--- src/hdl/hldf_pkg.sv ---
// shared types and constants for the header/length frame deframer
// used by every module under hdl; no dependencies
`timescale 1ns / 1ps
`default_nettype none

package hldf_pkg;

  localparam int unsigned BYTE_W   = 8;
  localparam int unsigned POS_W    = 17;
  localparam int unsigned LEN_W    = 16;
  localparam int unsigned SLOT_W   = 4;
  localparam int unsigned TDATA_W  = 56;
  localparam int unsigned PADDR_W  = 3;
  localparam int unsigned PDATA_W  = 32;

  localparam logic [BYTE_W-1:0] HDR_FIRST  = 8'h4D;  // 'M'
  localparam logic [BYTE_W-1:0] HDR_THIRD  = 8'h54;  // 'T'
  localparam logic [BYTE_W-1:0] DIGIT_BASE = 8'h30;  // '0'

  localparam logic [POS_W-1:0] POS_WINDOW_FULL = 17'd2;
  localparam logic [POS_W-1:0] POS_COMMAND     = 17'd3;
  localparam logic [POS_W-1:0] POS_LEN_HIGH    = 17'd4;
  localparam logic [POS_W-1:0] POS_LEN_LOW     = 17'd5;

  localparam logic [PADDR_W-1:0] ADDR_SLOT_ID = 3'd0;

  typedef struct packed {
    logic [LEN_W-1:0]  payload_length;
    logic [BYTE_W-1:0] command_code;
    logic [POS_W-1:0]  frame_position;
    logic [BYTE_W-1:0] data_byte;
    logic              last_of_frame;
  } hldf_result_t;

  typedef struct packed {
    logic out_valid;
    logic skid_valid;
  } hldf_buf_status_t;

endpackage

`default_nettype wire

--- src/hdl/header_length_frame_deframer.sv ---
// top level: register port, header/length parser and output buffer
// depends on hldf_pkg, hldf_parser, hldf_out_buf
//
//   channel   direction  tdata / data                               side band
//   s_*       in         [7:0] rx_byte                              -
//   m_*       out        [7:0] data_byte, [24:8] frame_position,    tlast = last_of_frame
//                        [32:25] command_code, [48:33] payload_length
//   apb       in/out     0x0 slot_id [3:0]                          pready tied high
//
// one byte accepted per cycle while s_tready is high; a result is registered in the output
// register or skid entry. the three header bytes and all hunted bytes give no result.
// s_tready drops only when both the output register and the skid entry are full.
// synchronous reset clears the parser to hunting, slot_id to zero, both buffers empty.
`timescale 1ns / 1ps
`default_nettype none

module header_length_frame_deframer (
  input  wire logic                           clk,
  input  wire logic                           rst,
  input  wire logic                           s_tvalid,
  output logic                                s_tready,
  input  wire logic [hldf_pkg::BYTE_W-1:0]    s_tdata,   // [7:0] rx_byte
  output logic                                m_tvalid,
  input  wire logic                           m_tready,
  // [7:0] data_byte, [24:8] frame_position, [32:25] command_code,
  // [48:33] payload_length, [55:49] zero
  output logic [hldf_pkg::TDATA_W-1:0]        m_tdata,
  output logic                                m_tlast,   // last_of_frame
  input  wire logic                           psel,
  input  wire logic                           penable,
  input  wire logic                           pwrite,
  input  wire logic [hldf_pkg::PADDR_W-1:0]   paddr,
  input  wire logic [hldf_pkg::PDATA_W-1:0]   pwdata,
  output logic [hldf_pkg::PDATA_W-1:0]        prdata,
  output logic                                pready
);

  logic [hldf_pkg::SLOT_W-1:0] slot_id;
  logic                        s_accept;
  logic                        res_valid;
  hldf_pkg::hldf_result_t      res;
  hldf_pkg::hldf_result_t      out_res;
  hldf_pkg::hldf_buf_status_t  buf_status;

  // register port
  assign pready = 1'b1;

  always_ff @(posedge clk) begin
    if (rst) begin
      slot_id <= '0;
    end else if (psel && penable && pwrite && pready && (paddr == hldf_pkg::ADDR_SLOT_ID)) begin
      slot_id <= pwdata[hldf_pkg::SLOT_W-1:0];
    end
  end

  always_comb begin
    prdata = '0;
    if (paddr == hldf_pkg::ADDR_SLOT_ID) begin
      prdata[hldf_pkg::SLOT_W-1:0] = slot_id;
    end
  end

  assign s_accept = s_tvalid && s_tready;

  hldf_parser u_parser (
    .clk       (clk),
    .rst       (rst),
    .accept    (s_accept),
    .rx_byte   (s_tdata),
    .slot_id   (slot_id),
    .res_valid (res_valid),
    .res       (res)
  );

  hldf_out_buf u_out_buf (
    .clk        (clk),
    .rst        (rst),
    .push       (res_valid),
    .push_res   (res),
    .can_accept (s_tready),
    .out_valid  (m_tvalid),
    .out_ready  (m_tready),
    .out_res    (out_res),
    .status     (buf_status)
  );

  assign m_tdata = {7'd0, out_res.payload_length, out_res.command_code,
                    out_res.frame_position, out_res.data_byte};
  assign m_tlast = out_res.last_of_frame;

  // skid entry only fills behind a held result
  a_skid_behind_out: assert property (@(posedge clk) disable iff (rst)
    buf_status.skid_valid |-> buf_status.out_valid)
    else $error("skid entry valid with empty output register");

  // the flagged byte sits at length plus five
  a_last_position: assert property (@(posedge clk) disable iff (rst)
    (m_tvalid && m_tlast) |->
      (out_res.frame_position == ({1'b0, out_res.payload_length} + hldf_pkg::POS_LEN_LOW)))
    else $error("last byte at wrong frame position");

  // header bytes never leave the block
  a_no_header_out: assert property (@(posedge clk) disable iff (rst)
    m_tvalid |-> (out_res.frame_position >= hldf_pkg::POS_COMMAND))
    else $error("result with position inside header");

  // a blocked input only happens while both output slots hold results
  a_ready_low_full: assert property (@(posedge clk) disable iff (rst)
    !s_tready |-> (buf_status.out_valid && buf_status.skid_valid))
    else $error("input stalled with free output space");

endmodule

`default_nettype wire

--- src/hdl/hldf_parser.sv ---
// header hunt and frame field tracking, one byte per cycle while accept is high
// depends on hldf_pkg
`timescale 1ns / 1ps
`default_nettype none

module hldf_parser (
  input  wire logic                          clk,
  input  wire logic                          rst,
  input  wire logic                          accept,
  input  wire logic [hldf_pkg::BYTE_W-1:0]   rx_byte,
  input  wire logic [hldf_pkg::SLOT_W-1:0]   slot_id,
  output logic                               res_valid,
  output hldf_pkg::hldf_result_t             res
);

  logic [hldf_pkg::BYTE_W-1:0] hunt_window [2];
  logic [hldf_pkg::BYTE_W-1:0] hunt_window_next [2];
  logic [hldf_pkg::POS_W-1:0]  byte_count, byte_count_next;
  logic [hldf_pkg::LEN_W-1:0]  length_value, length_value_next;
  logic [hldf_pkg::BYTE_W-1:0] length_high_byte, length_high_byte_next;
  logic [hldf_pkg::BYTE_W-1:0] command_hold, command_hold_next;
  logic                        header_locked, header_locked_next;

  logic [hldf_pkg::BYTE_W-1:0] hdr_second;
  logic                        hdr_match;
  logic                        past_length;
  logic                        last;

  assign hdr_second = hldf_pkg::DIGIT_BASE + {{(hldf_pkg::BYTE_W-hldf_pkg::SLOT_W){1'b0}}, slot_id};
  assign hdr_match  = (hunt_window[0] == hldf_pkg::HDR_FIRST) && (hunt_window[1] == hdr_second)
                      && (rx_byte == hldf_pkg::HDR_THIRD);

  always_comb begin
    hunt_window_next      = hunt_window;
    byte_count_next       = byte_count;
    length_value_next     = length_value;
    length_high_byte_next = length_high_byte;
    command_hold_next     = command_hold;
    header_locked_next    = header_locked;
    past_length           = 1'b0;
    last                  = 1'b0;

    if (!header_locked) begin
      if (byte_count < hldf_pkg::POS_WINDOW_FULL) begin
        hunt_window_next[byte_count[0]] = rx_byte;
        byte_count_next = byte_count + 17'd1;
      end else if (hdr_match) begin
        header_locked_next    = 1'b1;
        byte_count_next       = hldf_pkg::POS_COMMAND;
        length_value_next     = '0;
        length_high_byte_next = '0;
        command_hold_next     = '0;
      end else begin
        // slide the window by one byte
        hunt_window_next[0] = hunt_window[1];
        hunt_window_next[1] = rx_byte;
        byte_count_next     = hldf_pkg::POS_WINDOW_FULL;
      end
    end else begin
      if (byte_count == hldf_pkg::POS_COMMAND) begin
        command_hold_next = rx_byte;
      end else if (byte_count == hldf_pkg::POS_LEN_HIGH) begin
        length_high_byte_next = rx_byte;
      end else if (byte_count == hldf_pkg::POS_LEN_LOW) begin
        length_value_next = {length_high_byte, rx_byte};
      end
      past_length = (byte_count >= hldf_pkg::POS_LEN_LOW);
      last = past_length &&
             (byte_count == ({1'b0, length_value_next} + hldf_pkg::POS_LEN_LOW));
      if (last) begin
        header_locked_next  = 1'b0;
        byte_count_next     = '0;
        hunt_window_next[0] = '0;
        hunt_window_next[1] = '0;
      end else begin
        byte_count_next = byte_count + 17'd1;
      end
    end
  end

  assign res_valid          = accept && header_locked;
  assign res.data_byte      = rx_byte;
  assign res.frame_position = byte_count;
  assign res.command_code   = command_hold_next;
  assign res.payload_length = past_length ? length_value_next : '0;
  assign res.last_of_frame  = last;

  always_ff @(posedge clk) begin
    if (rst) begin
      hunt_window[0]   <= '0;
      hunt_window[1]   <= '0;
      byte_count       <= '0;
      length_value     <= '0;
      length_high_byte <= '0;
      command_hold     <= '0;
      header_locked    <= 1'b0;
    end else if (accept) begin
      hunt_window      <= hunt_window_next;
      byte_count       <= byte_count_next;
      length_value     <= length_value_next;
      length_high_byte <= length_high_byte_next;
      command_hold     <= command_hold_next;
      header_locked    <= header_locked_next;
    end
  end

endmodule

`default_nettype wire

--- src/hdl/hldf_out_buf.sv ---
// result register with one skid entry so input takes one more result under stall
// depends on hldf_pkg
`timescale 1ns / 1ps
`default_nettype none

module hldf_out_buf (
  input  wire logic                     clk,
  input  wire logic                     rst,
  input  wire logic                     push,
  input  wire hldf_pkg::hldf_result_t   push_res,
  output logic                          can_accept,
  output logic                          out_valid,
  input  wire logic                     out_ready,
  output hldf_pkg::hldf_result_t        out_res,
  output hldf_pkg::hldf_buf_status_t    status
);

  logic                   skid_valid;
  hldf_pkg::hldf_result_t skid_res;
  logic                   out_take;

  assign out_take          = out_valid && out_ready;
  assign can_accept        = !skid_valid;
  assign status.out_valid  = out_valid;
  assign status.skid_valid = skid_valid;

  always_ff @(posedge clk) begin
    if (rst) begin
      out_valid  <= 1'b0;
      skid_valid <= 1'b0;
    end else if (!out_valid || out_take) begin
      if (skid_valid) begin
        out_valid  <= 1'b1;
        skid_valid <= 1'b0;
      end else begin
        out_valid <= push;
      end
    end else if (push) begin
      skid_valid <= 1'b1;
    end
  end

  // payload, no reset
  always_ff @(posedge clk) begin
    if (!out_valid || out_take) begin
      if (skid_valid) begin
        out_res <= skid_res;
      end else if (push) begin
        out_res <= push_res;
      end
    end else if (push) begin
      skid_res <= push_res;
    end
  end

endmodule

`default_nettype wire

--- config.mk ---
export PLATFORM = sky130hd
export DESIGN_NAME = header_length_frame_deframer
export DESIGN_NICKNAME = d
export VERILOG_FILES = /design/src/hdl/hldf_pkg.sv /design/src/hdl/header_length_frame_deframer.sv /design/src/hdl/hldf_parser.sv /design/src/hdl/hldf_out_buf.sv
export SDC_FILE = /design/constraint.sdc
export NUM_CORES = 1
export LEC_CHECK = 0
export BUFFER_PORTS_ARGS = -buffer_cell sky130_fd_sc_hd__buf_2
export CAP_MARGIN = 10
export CORE_MARGIN = 3
export CORE_UTILIZATION = 54
export DETAILED_ROUTE_END_ITERATION = 12
export PLACE_DENSITY = 0.84
export SYNTH_ARGS = -nofsm -noshare
export SYNTH_HDL_FRONTEND = slang
export SYNTH_SLANG_ARGS = --single-unit
--- constraint.sdc ---
create_clock -name clk -period 6.1 [get_ports clk]
set_input_delay 0.61 -clock clk [delete_from_list [all_inputs] [get_ports clk]]
set_output_delay 0.61 -clock clk [all_outputs]
set_load 0.01 [all_outputs]
==> results of run 1 <==
## sequential cells by signal, indices dropped and copies added (netlist names)
signal and count:
u_out_buf.out_res 50, u_out_buf.skid_res 50, u_parser.byte_count 17, u_parser.hunt_window 16, u_parser.length_value 16, u_parser.command_hold 8
u_parser.length_high_byte 8, slot_id 4, u_out_buf.out_valid 1, u_out_buf.skid_valid 1, u_parser.header_locked 1
## per-stage QoR
step                      hold WS, ns  utilization
after floorplan                 0.403            -
after global placement          0.483        0.571
after detailed placement        0.487        0.571
after CTS                       0.405        0.608
after global routing            0.438        0.608
final                           0.414        0.608
## metal layers
metal  vias to the layer above  GRT usage  part of all wire
met5                         -          0                 0
met3                        41     0.0419             0.057
li1                       3069          -                 -
met2                       232      0.382              0.50
met1                      3103      0.291              0.43
met4                         0     0.0789             0.021
## cells in the mapped netlist, types with 4 or more instances
master / n
edfxtp_1: 100
a31oi_1: 10
nand3_1: 25
buf_2: 10
nand2_1: 71
clkbuf_1: 36
o311a_1: 8
nor4_4: 4
nor2_1: 83
buf_6: 5
dfxtp_1: 72
buf_4: 39
mux2i_1: 15
nor3_2: 6
nor2b_1: 15
a21oi_1: 13
mux2_2: 32
and2_1: 8
nor4_2: 8
nor3_1: 26
nand4_1: 9
and4_1: 4
o21ai_0: 27
a22oi_1: 22
xor2_1: 16
and3_1: 10
o31ai_1: 17
xnor2_1: 14
a22o_1: 8
nand2b_1: 5
o211ai_1: 7
nor4b_1: 5
ha_1: 4
inv_1: 8
nor4_1: 11
## final timing paths
check                                                 to  slack, ns                startpoint  depth (start not counted)
worst max register to register  u_parser.hunt_window[11]       0.51    u_parser.byte_count[0]                         17
worst min register to register  u_parser.command_hold[0]       0.50  u_parser.command_hold[0]                          2
worst max-delay path            u_parser.hunt_window[11]       0.51    u_parser.byte_count[0]                         17
worst min-delay path                          slot_id[1]       0.41                 pwdata[1]                          3
## worst min-delay path, delay by kind of cell
family | cells | cell delay, ns
buffers and inverters | 1 | 0.07
and+or+nand+nor | 1 | 0.08
muxes | 1 | 0.05
## kinds of logic (layout without fill, tap and decap cells)
group | count (synthesis) | count (layout) | share of synthesized area
multiplexers | 49 | 49 | 0.0618
AND/OR/NAND/NOR | 315 | 315 | 0.201
flip-flops | 172 | 172 | 0.504
other | 2 | 36 | 0.000852
adder cells (fa/ha/maj) | 4 | 4 | 0.00568
AO/OA/AOI/OAI | 146 | 146 | 0.120
buffers and inverters | 104 | 127 | 0.0704
XOR/XNOR | 32 | 32 | 0.0349
## power breakdown
part	switching [mW]	total, mW	leakage, nW	internal (mW)
Combinational	0.0836	0.126	1.66	0.0420
Clock	0.483	1.10	0.292	0.618
Sequential	0.0152	1.25	1.42	1.23
## final cells by class
cell class                 count  area [sq um]
clock inverter                15           178
inverter                       8          30.0
tap                          216           270
timing repair buffer          87           460
multi-input combinational    582          3890
fill                        1320          6240
clock buffer                  17           425
sequential                   172          4450
==> flow_metrics.tcl, run 1 <==
set metrics [dict create \
    viasPerCell 5.88 \
    synthFlopType "edfxtp_1" \
    maxSlewViolCount 0 \
    setup_viol 0 \
    worst_path_max_delay_cell "nor4_4" \
    fin_area_sq_um 9700 \
    status "complete, no violations" \
    cts_root_buffer "clkbuf_16" \
    grt_pass1_vias 6141 \
    portBuffers 77 \
    grt_max_degree 55 \
    rsz0062_at_grt "no" \
    max-cap-violations 0 \
    avgSynthCellArea_sq_um 10.7 \
    ios 142 \
    hold_viol 0 \
    arrival_ns 5.92 \
    cp.buffers_inverters 2 \
    finalClockSkew_ns 0.0138 \
    final-instance-count-excl-fill 1097 \
    crit_chain "inv_1, ha_1, or2_2, nor2_8, mux2i_1, inv_1, ha_1, or2_2, nand3_1, a21oi_1, or2_1, o21a_1, o211ai_2, nand4_2, nor4_4, o21ai_0, o311a_1" \
    drc 0 \
    cts_sinks 172 \
    place_area_sq_um 9100 \
    cellPowerDensity_nw_per_um2 255 \
    hpwlAfterDp_um 13300 \
    crit_path_end_kind "flip-flop" \
    die_height_um 134 \
    num_antenna_cells 0 \
    num_vias 6445 \
    finalWorstSetupSlack_ns 0.505 \
    async_flop_share 0 \
    peakVddDrop_v 0.000192 \
    overflow 0 \
    mostFrequentLayoutCell "edfxtp_1" \
    clock_latency_ns 0.44 \
    grt_pass1_wl_um 31800 \
    slew_headroom 0.245 \
    syn_inst 824 \
    gp_congestion 0.944 \
    synth_enable_flop_cells 100 \
    syn-cell-area_sq_um 8810 \
    layout_min_cycle_time_ns 5.59 \
    antenna_left 0 \
    pre_cts_ws_ns 0.693 \
    tightest_slew_ns 1.13 \
    grt_usage 0.225 \
    first_pass_iters 7 \
    start_kind "flip-flop" \
    syn2layout_area_growth_pct 10.1 \
    initialDrtViolationCount 483 \
    max_stage_delay_ns 0.78 \
    fin_setup_tns_ns 0 \
    die_area_sq_um 17900 \
    start_util 0.553 \
    cts_tree "built" \
    cts.clk_slew.worst_paths_ns 0.07 \
    final_cell_mix "edfxtp_1 (100), nor2_1 (82), buf_2 (77)" \
    seq_area_frac_synth 0.504 \
    yosys.area.top_type "edfxtp_1" \
    htreeDepth 4 \
    post-route-period-util 0.917 \
    synth.area.top_cells "edfxtp_1 (34%), dfxtp_1 (16%), mux2_2 (4.1%)" \
    clk_path_buf_depth 2 \
    dp_cells 1065 \
    cp.required_ns 6.42 \
    critPathTopFamily "simple AND/OR/NAND/NOR gates" \
    path_max_fanout 28 \
    p_total_mw 2.48 \
    nets 922 \
    drt_wl_total_um 19800 \
    ys_seq_elements 172 \
    synth.top_cell.area_share 0.341 \
    numCtsBuffers 17 \
    hp-class "input port to flip-flop" \
    final_layout_size_suffix_gt1_frac 0.221 \
    rows 46 \
    core_area_sq_um 15900 \
    die_w_um 134 \
    holdBufCountCts 0 \
    yosysUniqueCellTypes 79 \
    yosysWarnings 0 \
    worstSetupPathType "flip-flop to flip-flop" \
    cts-resized-gates 0 \
    wl_per_cell_um 18.0 \
    clock.fmax_mhz 179 \
    cts_setup_buffers 0 \
    p_leak_nw 3.36 \
    antenna_found_initial 0 \
]
Power figures use the tool's default switching activity.
==> inputs of run 2 (changes only) <==
- BUFFER_PORTS_ARGS: -buffer_cell sky130_fd_sc_hd__buf_2 -> -buffer_cell sky130_fd_sc_hd__buf_4
- CORE_MARGIN: 3 -> unset
==> run 2 against run 1 <==
Against the previous run:
- clock-buffer cell count did not move
- final cell count about the same
- worst hold slack improved by 0.0052 ns
- final area up 2.1%
- maximum frequency grew 6.2%
- combinational power barely moved
- global-route usage rose by 2.6 points
- clock power about the same
- utilization grew 1.5 points
- flip-flop and latch count did not move
- critical path type unchanged
==> flow_metrics.tcl, run 2 (synthesis results as in run 1) <==
set metrics [dict create \
    hold_start "pwdata[0]" \
    rsz0062_at_grt "no" \
    dp_cells 1063 \
    reg_top3 "u_out_buf.out_res (50), u_out_buf.skid_res (50), u_parser.byte_count (17)" \
    nets 921 \
    holdBufCountCts 0 \
    setup_viol 0 \
    fin_area_sq_um 9910 \
    final_cell_mix "edfxtp_1 (100), buf_4 (85), nor2_1 (82)" \
    fin_setup_tns_ns 0 \
    p_clk_frac 0.449 \
    clock_latency_ns 0.44 \
    numCtsBuffers 17 \
    pre_cts_ws_ns 0.916 \
    p_total_mw 2.50 \
    maxSlewViolCount 0 \
    drc 0 \
    min_path_cells 3 \
    post-route-period-util 0.864 \
    status "complete, no violations" \
    cellPowerDensity_nw_per_um2 252 \
    htreeDepth 4 \
    cts.clk_slew.worst_paths_ns 0.07 \
    hp-class "input port to flip-flop" \
    hpwlAfterDp_um 13300 \
    finalWorstSetupSlack_ns 0.830 \
    grt_usage 0.252 \
    grt_pass1_vias 6181 \
    cts-resized-gates 0 \
    grt_pass1_wl_um 32200 \
    viasPerCell 5.90 \
    path_max_fanout 16 \
    comb_power_share 0.051 \
    first_pass_iters 6 \
    finalClockSkew_ns 0.00876 \
    die_height_um 130 \
    r2r_slack_ns 0.83 \
    swShare 0.227 \
    crit_chain "inv_1, ha_1, or2_2, nor2_8, mux2i_1, inv_1, ha_1, or2_2, nand3_1, a21oi_1, or2_1, o21a_1, o211ai_2, nand4_2, nor4_4, o21ai_0, o311a_1" \
    worst_path_max_delay_cell "nor4_4" \
    ff2ff_path_depth 17 \
    p_leak_nw 3.45 \
    worstReg2RegEnd "u_parser.hunt_window[8]" \
    syn2layout_area_growth_pct 12.4 \
    num_vias 6465 \
    final-instance-count-excl-fill 1096 \
    final_layout_size_suffix_gt1_frac 0.219 \
    overflow 0 \
    antenna_found_initial 0 \
    rows 46 \
    fin_hold_ws_ns 0.419 \
    core_area_sq_um 15900 \
    drt_wl_total_um 19800 \
    cts_tree "built" \
    die_w_um 130 \
    die_area_sq_um 16800 \
    slew_headroom 0.218 \
    gp_congestion 0.919 \
    tightest_slew_ns 1.17 \
    worstSetupPathType "flip-flop to flip-flop" \
    cp.required_ns 6.43 \
    seqPwrFrac 0.499 \
    initialDrtViolationCount 432 \
    start_util 0.555 \
    place_area_sq_um 9280 \
    start_kind "flip-flop" \
    ios 142 \
    crit_path_end_kind "flip-flop" \
    timing.rr.start "u_parser.byte_count[0]" \
    grt_max_degree 55 \
    num_antenna_cells 0 \
    clk_path_buf_depth 2 \
    cts_setup_buffers 0 \
    mostFrequentLayoutCell "edfxtp_1" \
    arrival_ns 5.60 \
    fin_util 0.624 \
    min_to "slot_id[0]" \
    portBuffers 77 \
    power_switching_mw 0.568 \
    wl_per_cell_um 18.1 \
    layout_min_cycle_time_ns 5.27 \
    max_stage_delay_ns 0.75 \
    peakVddDrop_v 0.000176 \
    clock.fmax_mhz 190 \
    max-cap-violations 0 \
    antenna_left 0 \
    cts_root_buffer "clkbuf_16" \
    internal-power_mw 1.93 \
    cts_sinks 172 \
    hold_viol 0 \
]
## run 2: cell count changes in the layout (fill, tap and decap cells not counted), sizes merged
cell | before | now
clkinv | 3 | 5
clkinvlp | 2 | 0
buf | 87 | 86
bufinv | 2 | 3
inv | 16 | 15
## run 2: power by group through the flow
| stage | clock, mW | combinational [mW] | sequential (mW) |
|---|---|---|---|
| 6_report | 1.12 | 0.129 | 1.25 |
| 3_3_place_gp | 0 | 0.124 | 1.27 |
| 4_1_cts | 1.14 | 0.127 | 1.25 |
| 5_1_grt | 1.18 | 0.144 | 1.25 |
| 3_5_place_dp | 0 | 0.126 | 1.27 |
| 2_1_floorplan | 0 | 0.109 | 1.27 |
## run 2: worst max-delay path, delay by kind of cell (launching register included)
family	cells	cell delay [ns]
mux	1	0.48
compound gates	5	0.86
buf+inv	2	0.28
flops	1	0.53
simple gates	7	2.52
fa+ha+maj	2	0.48
## run 2: cell type report
cell class	count	area [sq um]
fill	1296	5980
multi-input combinational	582	3900
inverter	8	30.0
tap	216	270
timing repair buffer	86	653
sequential	172	4450
clock buffer	17	425
clock inverter	15	184
## run 2: worst max path at each step
stage,start,to,slack (ns),cells after the start
after global routing,u_parser.byte_count[0],u_parser.hunt_window[8],0.40,17
after floorplan,u_parser.byte_count[0],u_parser.byte_count[10],1.52,20
final,u_parser.byte_count[0],u_parser.hunt_window[8],0.83,17
after global placement,u_parser.byte_count[0],u_parser.hunt_window[8],1.0,17
after CTS,u_parser.byte_count[0],u_parser.hunt_window[8],0.90,17
after detailed placement,u_parser.byte_count[0],u_parser.hunt_window[8],0.92,17
## run 2: metal layers
| metal | track usage | vias to the layer above | part of all wire |
|---|---|---|---|
| li1 | - | 3057 | - |
| met1 | 0.319 | 3119 | 0.41 |
| met2 | 0.418 | 250 | 0.50 |
| met3 | 0.0492 | 39 | 0.060 |
| met4 | 0.112 | 0 | 0.025 |
| met5 | 0 | - | 0 |
